$ cat src/sv/lufs_pkg.sv
// Shared types, constants and fixed-point helpers for the LU factor-and-solve block.
package lufs_pkg;

  localparam int MAX_N     = 16;
  localparam int FRAC_BITS = 16;
  localparam int DATA_W    = 32;
  localparam int IW        = $clog2(MAX_N);
  localparam int NW        = $clog2(MAX_N + 1);
  localparam int AW        = $clog2(MAX_N * MAX_N);
  localparam int PIW       = $clog2(MAX_N - 1);
  localparam int DIV_W     = DATA_W + FRAC_BITS;
  localparam int CFG_IW    = 1;
  localparam int CFG_DW    = 16;
  localparam int MAG_W     = DATA_W + 1;

  localparam logic [CFG_IW-1:0] REG_MATRIX_SIZE = 1'b0;
  localparam logic [CFG_IW-1:0] REG_ZERO_THR    = 1'b1;

  localparam logic CMD_MATRIX = 1'b0;
  localparam logic CMD_RHS    = 1'b1;

  localparam logic KIND_STATUS   = 1'b0;
  localparam logic KIND_SOLUTION = 1'b1;

  localparam logic signed [DATA_W-1:0] FX_MAX = {1'b0, {(DATA_W-1){1'b1}}};
  localparam logic signed [DATA_W-1:0] FX_MIN = {1'b1, {(DATA_W-1){1'b0}}};

  typedef struct packed {
    logic                     command;
    logic signed [DATA_W-1:0] value;
  } in_t;

  typedef struct packed {
    logic                     kind;
    logic [IW-1:0]            index;
    logic signed [DATA_W-1:0] solution;
    logic                     singular;
    logic                     overflow;
    logic                     perm_negative;
    logic                     last;
  } out_t;

  typedef struct packed {
    logic                     start;
    logic signed [DATA_W-1:0] a;
    logic signed [DATA_W-1:0] b;
  } div_req_t;

  typedef struct packed {
    logic                     done;
    logic signed [DATA_W-1:0] q;
    logic                     ovf;
  } div_rsp_t;

  typedef struct packed {
    logic                     ovf;
    logic signed [DATA_W-1:0] val;
  } sat_t;

  // Round half up, drop the fraction bits and saturate to the data width.
  function automatic sat_t mul_round_sat(input logic signed [2*DATA_W-1:0] p);
    logic signed [2*DATA_W-1:0] s;
    logic signed [2*DATA_W-1:0] sh;
    sat_t r;
    s  = p + ({{(2*DATA_W-1){1'b0}}, 1'b1} <<< (FRAC_BITS - 1));
    sh = s >>> FRAC_BITS;
    if (sh > $signed({{DATA_W{1'b0}}, FX_MAX})) begin
      r.ovf = 1'b1;
      r.val = FX_MAX;
    end else if (sh < $signed({{DATA_W{1'b1}}, FX_MIN})) begin
      r.ovf = 1'b1;
      r.val = FX_MIN;
    end else begin
      r.ovf = 1'b0;
      r.val = sh[DATA_W-1:0];
    end
    return r;
  endfunction

  function automatic sat_t sub_sat(input logic signed [DATA_W-1:0] a,
                                   input logic signed [DATA_W-1:0] b);
    logic signed [DATA_W:0] d;
    sat_t r;
    d = {a[DATA_W-1], a} - {b[DATA_W-1], b};
    if (d[DATA_W] != d[DATA_W-1]) begin
      r.ovf = 1'b1;
      r.val = d[DATA_W] ? FX_MIN : FX_MAX;
    end else begin
      r.ovf = 1'b0;
      r.val = d[DATA_W-1:0];
    end
    return r;
  endfunction

  function automatic logic [MAG_W-1:0] mag(input logic signed [DATA_W-1:0] v);
    logic [MAG_W-1:0] e;
    e = {v[DATA_W-1], v};
    return v[DATA_W-1] ? (~e + {{(MAG_W-1){1'b0}}, 1'b1}) : e;
  endfunction

endpackage

$ cat src/sv/lufs_div.sv
// Restoring fixed-point divider, one quotient bit per cycle, with saturation.
module lufs_div (
  input  logic               clk_i,
  input  logic               rst_ni,
  input  lufs_pkg::div_req_t req_i,
  output lufs_pkg::div_rsp_t rsp_o
);

  localparam int CW = $clog2(lufs_pkg::DIV_W + 1);
  localparam int DW = lufs_pkg::DATA_W;

  logic                     run_q, run_d;
  logic [CW-1:0]            cnt_q, cnt_d;
  logic [lufs_pkg::DIV_W-1:0] num_q, num_d;
  logic [DW-1:0]            rem_q, rem_d;
  logic [DW-1:0]            den_q, den_d;
  logic                     neg_q, neg_d;
  logic                     done_q, done_d;
  logic signed [DW-1:0]     quo_q, quo_d;
  logic                     ovf_q, ovf_d;

  logic [DW-1:0]            mag_a, mag_b;
  logic [DW:0]              trial;
  logic                     qbit;
  logic [lufs_pkg::DIV_W-1:0] lim;

  always_comb begin
    mag_a = req_i.a[DW-1] ? (~req_i.a + 1'b1) : req_i.a;
    mag_b = req_i.b[DW-1] ? (~req_i.b + 1'b1) : req_i.b;
    trial = {rem_q, num_q[lufs_pkg::DIV_W-1]};
    qbit  = (trial >= {1'b0, den_q});
    lim   = neg_q ? {{(lufs_pkg::DIV_W-DW){1'b0}}, 1'b1, {(DW-1){1'b0}}}
                  : {{(lufs_pkg::DIV_W-DW+1){1'b0}}, {(DW-1){1'b1}}};

    run_d  = run_q;
    cnt_d  = cnt_q;
    num_d  = num_q;
    rem_d  = rem_q;
    den_d  = den_q;
    neg_d  = neg_q;
    done_d = 1'b0;
    quo_d  = quo_q;
    ovf_d  = ovf_q;

    if (req_i.start) begin
      if (req_i.b == '0) begin
        done_d = 1'b1;
        ovf_d  = 1'b1;
        quo_d  = req_i.a[DW-1] ? lufs_pkg::FX_MIN : lufs_pkg::FX_MAX;
      end else begin
        run_d = 1'b1;
        cnt_d = '0;
        num_d = {mag_a, {lufs_pkg::FRAC_BITS{1'b0}}};
        rem_d = '0;
        den_d = mag_b;
        neg_d = req_i.a[DW-1] ^ req_i.b[DW-1];
      end
    end else if (run_q) begin
      if (cnt_q == CW'(lufs_pkg::DIV_W)) begin
        run_d  = 1'b0;
        done_d = 1'b1;
        if (num_q > lim) begin
          ovf_d = 1'b1;
          quo_d = neg_q ? lufs_pkg::FX_MIN : lufs_pkg::FX_MAX;
        end else begin
          ovf_d = 1'b0;
          quo_d = neg_q ? -num_q[DW-1:0] : num_q[DW-1:0];
        end
      end else begin
        cnt_d = cnt_q + 1'b1;
        rem_d = qbit ? DW'(trial - {1'b0, den_q}) : trial[DW-1:0];
        num_d = {num_q[lufs_pkg::DIV_W-2:0], qbit};
      end
    end
  end

  always_ff @(posedge clk_i or negedge rst_ni) begin
    if (!rst_ni) begin
      run_q  <= 1'b0;
      cnt_q  <= '0;
      done_q <= 1'b0;
    end else begin
      run_q  <= run_d;
      cnt_q  <= cnt_d;
      done_q <= done_d;
    end
  end

  always_ff @(posedge clk_i) begin
    num_q <= num_d;
    rem_q <= rem_d;
    den_q <= den_d;
    neg_q <= neg_d;
    quo_q <= quo_d;
    ovf_q <= ovf_d;
  end

  assign rsp_o.done = done_q;
  assign rsp_o.q    = quo_q;
  assign rsp_o.ovf  = ovf_q;

endmodule

$ cat config.mk
export PLATFORM = sky130hd
export DESIGN_NAME = lufs_div
export DESIGN_NICKNAME = d
export VERILOG_FILES = /design/src/sv/lufs_pkg.sv /design/src/sv/lufs_div.sv
export SDC_FILE = /design/constraint.sdc
export NUM_CORES = 1
export LEC_CHECK = 0
export ABC_AREA = 1
export BUFFER_PORTS_ARGS = -buffer_cell sky130_fd_sc_hd__buf_4
export CAP_MARGIN = 20
export CORE_AREA = 5 5 193 195
export CTS_CLUSTER_SIZE = 16
export DETAILED_ROUTE_END_ITERATION = 10
export DIE_AREA = 0 0 198 200
export PLACE_DENSITY = 0.58
export RECOVER_POWER = 50
export SYNTH_ARGS = -nofsm -noshare
export SYNTH_HDL_FRONTEND = slang
export SYNTH_SLANG_ARGS = --single-unit
$ cat constraint.sdc
create_clock -name clk_i -period 3.4 [get_ports clk_i]
set_input_delay 0.17 -clock clk_i [delete_from_list [all_inputs] [get_ports clk_i]]
set_output_delay 0.17 -clock clk_i [all_outputs]
set_load 0.02 [all_outputs]
# == Word level (Yosys, flattened, before mapping) ==
# Index checks and enable logic that the tools add are counted.
# word_totals
register_bits,154
output_inout_bits,34
elab_cells,68
ram_bits,0
rom_bits,0
in_bits,67
memories,0
latchBits,0
# op_classes
n_div,0
n_bitwise,4
mux,37
magnitude_cmp,2
n_mul,0
shifts,0
addsub,5
eq_ne,4
n_reduce_logical,6
# op_table
cell,n
32-bit two-way mux,15
48-bit two-way mux,4
"32-bit by 1-bit adder with 32-bit output, second input constant",2
32-bit inverter,2
48-bit by 32-bit greater-than comparator with 1-bit output,1
33-bit by 32-bit greater-or-equal comparator with 1-bit output,1
32-bit zero test,1
32-bit negator,1
32-bit subtractor,1
31-bit two-way mux,1
6-bit two-way mux,4
1-bit two-way mux,13
"6-bit by 1-bit adder with 6-bit output, second input constant",1
"6-bit == test, second input constant",1
3-bit AND reduction,2
"2-bit != test, second input constant",2
2-bit nonzero test,2
"2-bit by 1-bit != test with 1-bit output, second input constant",1
2-bit AND reduction,1
1-bit inverter,1
1-bit bitwise XOR,1

# == Longest topological paths before layout ==
# Gate-level depths: netlist of run 1.
# depth
depth_word,6
mapped_depth,20
mapped_depth_nobuf,17

# == Worst setup path before layout of run 1 ==
# Ideal clock, no wire load.
# synth_path
path_kind,input-to-reg
startpoint,input port req_i[0] (netlist name)
endpoint,register num_q[0] (netlist name) (enable)
path_stages,9
setup_ns,0.435
setup_slack_ns,-1.100
t_arrival_ns,4.065
n_path_buf,0
t_required_ns,2.965
cell_sequence,inv_1 > ha_1 > inv_1 > nor3_1 > nand3b_1 > nor2_1 > nor2_1 > nor2_1 > inv_1
# synth_via
elab_chain_cells,3
# synth_lines
element,line,source
"start, declared",lufs_div.sv:5,"input lufs_pkg::div_req_t req_i,"
32-bit zero test,lufs_div.sv:46,if (req_i.b == '0) begin
2-bit != test (no line),--,
3-bit AND reduction (no line),--,
"end signal, assigned",lufs_div.sv:90,num_q <= num_d;
"end, declared",lufs_div.sv:14,"logic [lufs_pkg::DIV_W-1:0] num_q, num_d;"
# Every way passes these cells.
# A chain may end at the register's enable or synchronous reset.

# == Worst setup path after layout of run 1 ==
# layout_path
startpoint,register rem_q[11]
endpoint,register rem_q[29] (data pin)
# layout_via
elab_chain_cells,5
elab_cells_between_ends,6
cone_classes,add/sub: 1; order compare: 1; mux: 4
# layout_lines
element,line,source
"start, declared",lufs_div.sv:15,"logic [DW-1:0] rem_q, rem_d;"
"start signal, assigned",lufs_div.sv:91,rem_q <= rem_d;
32-bit subtractor / 33-bit by 32-bit greater-or-equal comparator with 1-bit output (equally long branches),"lufs_div.sv:71, lufs_div.sv:31",
32-bit two-way mux (*),lufs_div.sv:71,"rem_d = qbit ? DW'(trial - {1'b0, den_q}) : trial[DW-1:0];"
32-bit two-way mux (*),lufs_div.sv:59,if (cnt_q == CW'(lufs_pkg::DIV_W)) begin
32-bit two-way mux (*),lufs_div.sv:58,end else if (run_q) begin
32-bit two-way mux (*),lufs_div.sv:45,if (req_i.start) begin
# Mark *: on every way between the ends. The rest lies on a longest branch, timed or not. The select of a mux whose other input is x is not followed.

==> impl_metrics.env, run 1 <==
export IMPL_outcome="finished with violations"
export IMPL_violations="max-capacitance violations, max-slew violations"
export IMPL_fmax_ghz=0.360
export IMPL_die_w_um=198
export IMPL_yosys_area_share_simple_pct=32.7
export IMPL_required_ns=3.58
export IMPL_drv_cap=1
export IMPL_ys_seq_elements=154
export IMPL_areaGrowthSynthToFinish_pct=13.5
export IMPL_tightest_slew_ns=1.55
export IMPL_maxSlewHeadroom_pct=-3.47
export IMPL_synthesis_area_um2=12200
export IMPL_critical_path_top_delay_family="simple AND/OR/NAND/NOR gates"
export IMPL_clk_path_buf_depth=2
export IMPL_cts_clk_slew_worst_paths_ns=0.07
export IMPL_syn_nets=1835
export IMPL_dp_hpwl_um=26800
export IMPL_yosysSeqAreaShare_pct=37.7
export IMPL_route_vias_total=10956
export IMPL_grt_usage_pct=17.5
export IMPL_worstPathCellList="ha_1 > nand2_1 > nor2_1 > nand2_1 > nor2_1 > nand2_1 > nand3_2 > nand2_1 > nand2_4 > buf_4 > nand2_1 > nand2_1 > nor2_1"
export IMPL_routed_wl_um=34200
export IMPL_ant_nets=0
export IMPL_path_class="flop to flop"
export IMPL_cp_buffers_inverters=1
export IMPL_final_cell_area_um2=13800
export IMPL_cpPeakStageDelay_ns=0.40
export IMPL_antennaDiodeCount=0
export IMPL_grt_start_max_net_pins=76
export IMPL_yosys_warnings=0
export IMPL_endpoint_kind="flop"
export IMPL_synth_compound_area_share_pct=6.76
export IMPL_num_rows=69
export IMPL_fp_dieArea_um2=39600
export IMPL_die_y_um=200
export IMPL_placed_area_um2=13400
export IMPL_cp_slowest_cell="edfxtp_1"
export IMPL_core_um2=35200
export IMPL_rsz0062_at_grt="false"
export IMPL_finalPower_mw=7.45
export IMPL_cts_buffers=17
export IMPL_numPortBuffers=100
export IMPL_ys_types=44
export IMPL_cp_arrival_ns=2.96
export IMPL_hold_violations=0
export IMPL_antenna_found_initial=0
export IMPL_drive_above_1_share_pct=8.20
export IMPL_drc=0
export IMPL_finalSetupViolCount=0
export IMPL_powerDensity_nw_per_um2=539
export IMPL_wl_per_cell_um=15.1
export IMPL_drtPass1Iterations=5
export IMPL_cts_root_buf="clkbuf_16"
export IMPL_layout_min_cycle_time_ns=2.78
export IMPL_p_leak_nw=6.55
export IMPL_min_period_over_period_pct=81.7
export IMPL_clock_latency_ns=0.43
export IMPL_hold_class="primary input to flop"
export IMPL_synth_fa_ha_area_share_pct=7.26
export IMPL_slew_viol_final=76
export IMPL_vdd_drop_max_mv=0.366
export IMPL_pin_count=101
export IMPL_synth_area_per_cell_um2=7.17
export IMPL_post_route_util_pct=39.2
export IMPL_cpMostUsedCell="nand2_1"
export IMPL_worstPathMaxFanout=21
export IMPL_vias_per_cell=4.84
export IMPL_finalSetupTns_ns=0
export IMPL_startpoint_type="flop"
export IMPL_grt_pass1_wl_um=56300
export IMPL_ctsResizeCount=0
export IMPL_cts_tree="done"
export IMPL_synthMuxAreaShare_pct=0
export IMPL_gr_total_overflow=0
export IMPL_synth_xor_area_share_pct=5.83
export IMPL_num_fill_cells=3746
export IMPL_start_util_pct=34.6
export IMPL_finalWeightedCongestion=0.956
export IMPL_htreeDepth=4
export IMPL_grt_pass1_vias=10751
export IMPL_synth_top_family_by_area="simple AND/OR/NAND/NOR gates"
export IMPL_layout_nets=1928
export IMPL_postSynthCellCount=1698
export IMPL_clock_skew_ns=0.0114
export IMPL_first_iter_violations=726
export IMPL_cts_num_sinks=154
[through the flow]
stage               setup WS (ns)  cells  hold slack [ns]
floorplan                   0.236   1698           -0.126
global placement            0.728   2231         -0.00479
detailed placement          0.657   2231         -0.00267
CTS                         0.655   2265           0.0384
global route                0.303   2265           0.0456
finish                      0.623   2265           0.0541
[worst register-to-register path: cells and delay by family, from the launching register on]
family	cells	cell delay (ns)
and+or+nand+nor	11	1.41
DFF	1	0.40
adders and majority gates	1	0.37
buffers and inverters	1	0.33
[routing by layer]
layer  wire [um]  vias to the layer above  global-route usage, %
met5           0                        -                      0
li1            -                     5648                      -
met1       16800                     5055                   24.7
met2       15800                      225                   29.1
met3        1370                       28                   2.53
met4         327                        0                   3.55
[power breakdown]
part	switching, mW	internal (mW)
clock network	0.815	1.08
registers	0.170	2.41
logic	1.97	1.00
[sequential cells by signal, summed over array words and instances (netlist names)]
name	flops
den_q	32
done_q	1
cnt_q	6
rem_q	32
neg_q	1
quo_q	32
num_q	48
run_q	1
ovf_q	1
[final timing paths]
check / from / end / slack (ns) / depth (start not counted)
worst max-delay path: rem_q[11]$_SDFFCE_PP0P_ / rem_q[29]$_SDFFCE_PP0P_ / 0.62 / 13
worst min-delay path: req_i[25] / den_q[25]$_DFFE_PP_ / 0.05 / 3
worst max register to register: rem_q[11]$_SDFFCE_PP0P_ / rem_q[29]$_SDFFCE_PP0P_ / 0.62 / 13
worst min register to register: cnt_q[0]$_DFFE_PN0P_ / cnt_q[0]$_DFFE_PN0P_ / 0.53 / 1
max in group asynchronous: rst_ni / cnt_q[5]$_DFFE_PN0P_ / 2.88 / 2
min in group asynchronous: rst_ni / cnt_q[3]$_DFFE_PN0P_ / 0.21 / 2
[cells in the mapped netlist (all sizes together)]
cell type  instances  share of area (%)
nand2            494                 15
inv              253                7.8
nor2             247                8.0
edfxtp           146                 36
nand3            136                5.7
o21ai             87                3.7
ha                69                7.1
xor2              67                4.8
a21oi             46                2.0
nand4             27                1.4
nor3              23                1.0
clkbuf            21               0.66
buf               20                1.3
xnor2             14                1.0
nand3b             9               0.56
dfrtp              8                1.6
a31oi              6               0.31
nor4               4               0.21
o21bai             4               0.25
or2                4               0.21
o211ai             3               0.19
a21o               2               0.12
and2               2               0.10
o31ai              2               0.12
and3               1              0.051
fa                 1               0.16
nor3b              1              0.062
o21a               1              0.062
[layout make-up]
cell class / count / area (um2) / share of cell area, %
multi-input cells: 1250 / 6410 / 46.4
flip-flops and latches: 154 / 4580 / 33.2
inverters: 253 / 953 / 6.90
repair buffers: 115 / 721 / 5.22
well taps: 461 / 577 / 4.18
clock buffers: 20 / 437 / 3.16
clock inverters: 12 / 125 / 0.906
[cells in the final DEF, fill, tap and decap left out, types with 5 or more instances in the layout]
| master | synthesis | routed |
|---|---|---|
| a21oi_1 | 42 | 42 |
| a31oi_1 | 6 | 6 |
| buf_4 | 4 | 72 |
| clkbuf_1 | 20 | 41 |
| clkbuf_16 | 0 | 17 |
| dfrtp_1 | 8 | 8 |
| edfxtp_1 | 146 | 146 |
| ha_1 | 69 | 69 |
| inv_1 | 250 | 250 |
| nand2_1 | 487 | 488 |
| nand2_2 | 6 | 5 |
| nand3_1 | 134 | 134 |
| nand3b_1 | 9 | 9 |
| nand4_1 | 27 | 27 |
| nor2_1 | 228 | 227 |
| nor2_2 | 18 | 18 |
| nor3_1 | 21 | 22 |
| o21ai_0 | 74 | 74 |
| o21ai_1 | 9 | 9 |
| xnor2_1 | 14 | 14 |
| xor2_1 | 67 | 67 |
[kinds of logic after synthesis]
| group | Yosys count |
|---|---|
| buffers and inverters | 294 |
| adder cells (fa/ha/maj) | 70 |
| XOR/XNOR | 81 |
| AND/OR/NAND/NOR | 948 |
| AO/OA/AOI/OAI | 151 |
| flip-flops | 154 |
[repair_timing]
item	in CTS	in global routing
hold endpoints to repair	9	0
hold buffers	2	0
setup buffers	0	0
No activity file was read; power rests on OpenSTA's default activity.
==> run 2: changes to the inputs <==
- ABC_AREA: 1 -> 0
- CORE_AREA: 5 5 193 195 -> 5 5 178 180
- DIE_AREA: 0 0 198 200 -> 0 0 183 185
- clock period: 3.4 -> 2.5 ns (I/O delays scaled with it)
==> impl_metrics.env, run 2 <==
export IMPL_seq_area_um2=4580
export IMPL_maxSlewHeadroom_pct=-26.3
export IMPL_cts_tree="done"
export IMPL_finalWeightedCongestion=0.832
export IMPL_swShare_pct=36.1
export IMPL_regMostFlops="num_q"
export IMPL_grt_usage_pct=15.4
export IMPL_wl_per_cell_um=16.0
export IMPL_tightest_slew_ns=1.89
export IMPL_place_inst=1693
export IMPL_start_util_pct=34.2
export IMPL_routed_wl_um=28500
export IMPL_multi_input_area_um2=6340
export IMPL_first_iter_violations=491
export IMPL_core_um2=30000
export IMPL_synth_top_cell_area_share_pct=42.6
export IMPL_ys_types=62
export IMPL_yosys_top_cells_area="edfxtp_1, ha_1, xor2_1, xnor2_1, o21ai_0"
export IMPL_p_int_mw=8.25
export IMPL_violations="max-capacitance violations, max-slew violations, negative setup slack"
export IMPL_largest_register_ffs=48
export IMPL_path_class="primary input to flop"
export IMPL_cts_root_buf="clkbuf_16"
export IMPL_holdWs_ns=0.0201
export IMPL_vias_per_cell=4.99
export IMPL_worstPathMaxFanout=20
export IMPL_num_rows=64
export IMPL_endpoint_kind="flop"
export IMPL_critical_path_top_delay_family="simple AND/OR/NAND/NOR gates"
export IMPL_cp_buffers_inverters=2
export IMPL_drv_cap=1
export IMPL_drive_above_1_share_pct=38.1
export IMPL_p_clk_share_pct=20.2
export IMPL_postSynthCellCount=1022
export IMPL_synthesis_area_um2=10300
export IMPL_p_leak_nw=6.36
export IMPL_die_w_um=183
export IMPL_finalSetupViolCount=230
export IMPL_layout_nets=1503
export IMPL_min_period_over_period_pct=139
export IMPL_required_ns=2.68
export IMPL_layout_cells_non_filler=1775
export IMPL_cpPeakStageDelay_ns=0.53
export IMPL_fp_dieArea_um2=33900
export IMPL_layout_min_cycle_time_ns=3.46
export IMPL_synth_top_area_cell="edfxtp_1"
export IMPL_antennaDiodeCount=0
export IMPL_clock_skew_ns=0.00918
export IMPL_gr_total_overflow=0
export IMPL_cts_clk_slew_worst_paths_ns=0.06
export IMPL_cpMostUsedCell="or4_4"
export IMPL_grt_start_max_net_pins=43
export IMPL_ys_async_sr_fraction_pct=5.19
export IMPL_clk_path_buf_depth=2
export IMPL_synth_edff_count=146
export IMPL_outcome="finished with violations"
export IMPL_num_fill_cells=2745
export IMPL_ys_seq_elements=154
export IMPL_startpoint_type="primary input"
export IMPL_vdd_drop_max_mv=0.556
export IMPL_slew_viol_final=34
export IMPL_hold_violations=0
export IMPL_cts_num_sinks=154
export IMPL_synthFlopType="edfxtp_1"
export IMPL_hold_class="primary input to flop"
export IMPL_yosys_warnings=0
export IMPL_cp_arrival_ns=3.65
export IMPL_die_y_um=185
export IMPL_powerDensity_nw_per_um2=840
export IMPL_fmax_ghz=0.289
export IMPL_drc=0
export IMPL_grt_pass1_vias=8523
export IMPL_mostFrequentLayoutCell="buf_4"
export IMPL_yosysSeqAreaShare_pct=44.6
export IMPL_numPortBuffers=100
export IMPL_cts_buffers=17
export IMPL_comb_power_share_pct=51.4
export IMPL_synth_most_common_cell="edfxtp_1"
export IMPL_grt_pass1_wl_um=42200
export IMPL_dp_hpwl_um=19400
export IMPL_drtPass1Iterations=5
export IMPL_route_vias_total=8851
export IMPL_synth_area_per_cell_um2=10.1
export IMPL_cp_slowest_cell="or4_4"
export IMPL_antenna_found_initial=0
export IMPL_p_sw_mw=4.67
export IMPL_ant_nets=0
export IMPL_p_seq_share_pct=28.4
export IMPL_netlist_top_cells_count="edfxtp_1, nor2_1, o21ai_0"
export IMPL_pin_count=101
export IMPL_areaGrowthSynthToFinish_pct=49.6
export IMPL_clock_latency_ns=0.43
export IMPL_worstPathCellList="buf_6 > or4_4 > or4_4 > or4_4 > or3_4 > or4_4 > or4_4 > and2_4 > or2_4 > buf_12"
export IMPL_syn_nets=1159
export IMPL_setup_slack_ns=-0.964
export IMPL_rsz0062_at_grt="true"
export IMPL_layout_common_cells="buf_4, edfxtp_1, nor2_1"
export IMPL_htreeDepth=4
==> run 2: cell types whose count changed in the layout (fill, tap and decap cells not counted), sizes merged, moves of 15 or more <==
cell   previous run  this run
a21o              2        25
or3               0        15
a21oi            46        74
or4               0        17
nor2b             0        20
buf              72       317
nand3           136        14
mux2i             0        27
o31ai             2        25
nor2            247        92
xnor2            14        50
nand2           494        64
inv             253        62
==> run 2: worst paths after layout <==
check | startpoint | end | slack [ns] | cells past startpoint
worst max-delay path | req_i[13] | rem_q[11]$_SDFFCE_PP0P_ | -0.96 | 10
worst min-delay path | req_i[23] | den_q[23]$_DFFE_PP_ | 0.02 | 2
worst max register to register | neg_q$_DFFE_PP_ | quo_q[31]$_DFFE_PP_ | -0.53 | 12
worst min register to register | run_q$_DFFE_PN0P_ | run_q$_DFFE_PN0P_ | 0.54 | 2
max in group asynchronous | rst_ni | done_q$_DFF_PN0_ | 2.05 | 2
min in group asynchronous | rst_ni | cnt_q[4]$_DFFE_PN0P_ | 0.14 | 2
==> run 2: cell type report <==
class / count / share of cell area, %
Clock buffer: 17 / 2.77
Tap cell: 396 / 3.22
Clock inverter: 15 / 1.03
Multi-Input combinational cell: 775 / 41.3
Timing Repair Buffer: 363 / 20.5
Sequential cell: 154 / 29.8
Inverter: 55 / 1.39
==> run 2: cell families after synthesis <==
family | share of synthesized area (%)
compound gates | 16.3
xor+xnor | 10.2
fa+ha+maj | 8.59
buf+inv | 3.54
flops | 44.6
mux | 2.74
simple gates | 14.0
==> run 2: routing by layer <==
metal	wire (um)	up-vias	track usage, %
met2	14300	149	26.4
met4	233	0	3.13
met3	930	14	2.32
li1	-	4470	-
met1	13100	4218	20.8
met5	0	-	0
==> run 2: power by group through the flow <==
stage	Combinational [mW]	Clock, mW	Sequential, mW
2_1_floorplan	3.54	0	3.62
4_1_cts	6.12	2.64	3.64
5_1_grt	7.23	2.76	3.70
3_5_place_dp	5.44	0	3.67
3_3_place_gp	5.37	0	3.67
6_report	6.64	2.61	3.66
==> run 2: timing repair <==
item,CTS,global route
gates cloned,7,8
hold endpoints to repair,12,0
hold buffers,5,0
setup buffers,9,23
pin swaps,9,23
resized for setup,63,110
endpoints found under the setup margin,234,240
==> run 2: worst reg2reg max path, cell delays in order, from the launching register on <==
cell	delay [ns]
edfxtp_1	0.56
buf_6	0.20
clkbuf_16	0.17
ha_4	0.28
nand4_1	0.14
or2_4	0.29
a21oi_2	0.12
o21ai_1	0.07
a22o_1	0.25
o31a_1	0.31
buf_6	0.14
clkbuf_16	0.16
o21a_1	0.10
==> run 2: per-stage QoR <==
stage	setup slack (ns)	setup TNS (ns)	power, mW	instance area, um2	util (%)
final	-0.964	-166.33	12.9	15400	51.2
after global routing	-0.999	-179.55	13.7	15400	51.2
after CTS	-0.957	-154.67	12.4	14500	48.4
after detailed placement	-1.47	-238.62	9.11	13400	44.5
after global placement	-1.46	-237.61	9.04	13400	44.5
after floorplan	-1.57	-227.98	7.17	10700	-
==> run 3: changes to the inputs <==
- PLACE_DENSITY: 0.58 -> unset
==> impl_metrics.env, run 3 (synthesis results as in run 2) <==
export IMPL_outcome="finished with violations"
export IMPL_violations="max-capacitance violations, max-slew violations, negative setup slack"
export IMPL_pin_count=101
export IMPL_drive_above_1_share_pct=37.1
export IMPL_startpoint_type="primary input"
export IMPL_fp_dieArea_um2=33900
export IMPL_hold_violations=0
export IMPL_dp_hpwl_um=19500
export IMPL_cts_clk_slew_worst_paths_ns=0.06
export IMPL_gr_total_overflow=0
export IMPL_cpPeakStageDelay_ns=0.53
export IMPL_fmax_ghz=0.289
export IMPL_ant_nets=0
export IMPL_drv_cap=1
export IMPL_grt_start_max_net_pins=53
export IMPL_start_util_pct=34.2
export IMPL_powerDensity_nw_per_um2=836
export IMPL_areaGrowthSynthToFinish_pct=49.7
export IMPL_cp_slowest_cell="or4_4"
export IMPL_slew_viol_final=34
export IMPL_hold_class="primary input to flop"
export IMPL_regMostFlops="num_q"
export IMPL_rsz0062_at_grt="true"
export IMPL_layout_min_cycle_time_ns=3.46
export IMPL_antennaDiodeCount=0
export IMPL_mostFrequentLayoutCell="buf_4"
export IMPL_p_leak_nw=6.43
export IMPL_clock_latency_ns=0.43
export IMPL_clock_skew_ns=0.0139
export IMPL_min_from="req_i[24]"
export IMPL_worstPathMaxFanout=5
export IMPL_num_rows=64
export IMPL_vias_per_cell=5.06
export IMPL_drtPass1Iterations=5
export IMPL_finalPower_mw=12.9
export IMPL_placed_area_um2=13300
export IMPL_maxSlewHeadroom_pct=-29.9
export IMPL_cpMostUsedCell="or4_4"
export IMPL_cts_num_sinks=154
export IMPL_worstPathCellList="buf_6 > or4_4 > or4_4 > or4_4 > or3_4 > or4_4 > or4_4 > and2_4 > or2_4 > buf_6 > clkbuf_16"
export IMPL_core_um2=30000
export IMPL_r2r_start="rem_q[5]$_SDFFCE_PP0P_"
export IMPL_tightest_slew_ns=1.95
export IMPL_finalSetupViolCount=229
export IMPL_first_iter_violations=480
export IMPL_antenna_found_initial=0
export IMPL_drc=0
export IMPL_layout_nets=1496
export IMPL_path_class="primary input to flop"
export IMPL_cts_tree="done"
export IMPL_endpoint_kind="flop"
export IMPL_post_route_util_pct=51.2
export IMPL_min_period_over_period_pct=138
export IMPL_die_y_um=185
export IMPL_route_vias_total=8949
export IMPL_finalWeightedCongestion=0.852
export IMPL_cts_root_buf="clkbuf_16"
export IMPL_routed_wl_um=28600
export IMPL_numPortBuffers=100
export IMPL_grt_usage_pct=16.3
export IMPL_vdd_drop_max_mv=0.541
export IMPL_critPathLaunch="req_i[13]"
export IMPL_die_w_um=183
export IMPL_grt_pass1_wl_um=45000
export IMPL_num_fill_cells=2656
export IMPL_cp_arrival_ns=3.65
export IMPL_cts_buffers=17
export IMPL_htreeDepth=4
export IMPL_largest_register_ffs=48
export IMPL_clk_path_buf_depth=2
export IMPL_layout_common_cells="buf_4, edfxtp_1, nor2_1"
export IMPL_final_cell_area_um2=15400
export IMPL_setup_slack_ns=-0.957
export IMPL_wl_per_cell_um=16.2
export IMPL_required_ns=2.69
export IMPL_grt_pass1_vias=8879
run 3: cell count changes in the layout (fill, tap and decap cells not counted), moves of 4 or more:
cell and change:
buf_4 -16, buf_16 +8, ha_1 +6, nor2_2 -6, clkbuf_16 -5, ha_4 -5, inv_1 -4, inv_2 +4
nor2_1 +4, o21ai_1 -4
run 3: what timing repair did:
item | in CTS | in global routing
endpoints found under the hold margin | 12 | 0
buffers inserted | 21 | 12
hold buffers | 5 | 0
endpoints found under the setup margin | 232 | 236
resized for setup | 110 | 66
pin swaps | 29 | 37
cloned | 18 | 4
run 3: layout make-up:
cell class                      count  area (um2)  area share (%)
Clock inverter                     15         174            1.13
Sequential cell                   154        4580            29.8
Timing Repair Buffer              356        3220            20.9
Inverter                           55         214            1.39
Tap cell                          396         495            3.22
Clock buffer                       17         425            2.76
Multi-Input combinational cell    775        6270            40.8
run 3: worst paths after layout:
check | endpoint | slack, ns | depth (start not counted)
worst max-delay path | num_q[33]$_DFFE_PP_ | -0.96 | 11
min in group asynchronous | cnt_q[5]$_DFFE_PN0P_ | 0.15 | 2
worst min-delay path | den_q[24]$_DFFE_PP_ | 0.04 | 2
max in group asynchronous | cnt_q[0]$_DFFE_PN0P_ | 2.02 | 2
worst min register to register | run_q$_DFFE_PN0P_ | 0.55 | 2
worst max register to register | rem_q[26]$_SDFFCE_PP0P_ | -0.38 | 12
run 3: routing by layer:
metal | up-vias | wire length [um] | GRT usage [%] | part of all wire [%]
met5 | - | 0 | 0 | 0
met2 | 153 | 14200 | 28.1 | 50
met1 | 4311 | 13200 | 22.0 | 46
met4 | 0 | 360 | 3.99 | 1.3
li1 | 4456 | - | - | -
met3 | 29 | 913 | 2.06 | 3.2
run 3: power breakdown:
group          leakage [nW]  total, mW  switching (mW)  internal, mW
Combinational          4.58       6.56            3.11          3.45
Clock                 0.288       2.65            1.23          1.43
Sequential             1.57       3.66           0.287          3.37
run 3: worst max-delay path, delay by kind of cell:
| kind | cells | cell delay, ns |
|---|---|---|
| buffers and inverters | 3 | 0.40 |
| AND/OR/NAND/NOR | 8 | 3.12 |
run 3: stage by stage:
| step | cells | hold slack [ns] | setup TNS [ns] | setup WS, ns |
|---|---|---|---|---|
| final | 1768 | 0.0401 | -157.32 | -0.957 |
| after detailed placement | 1679 | -0.0479 | -242.02 | -1.45 |
| after global placement | 1679 | -0.0495 | -234.18 | -1.42 |
| after global routing | 1768 | 0.0385 | -171.59 | -0.995 |
| after CTS | 1754 | 0.0309 | -153.87 | -0.950 |
| after floorplan | 1022 | -0.171 | -227.98 | -1.57 |
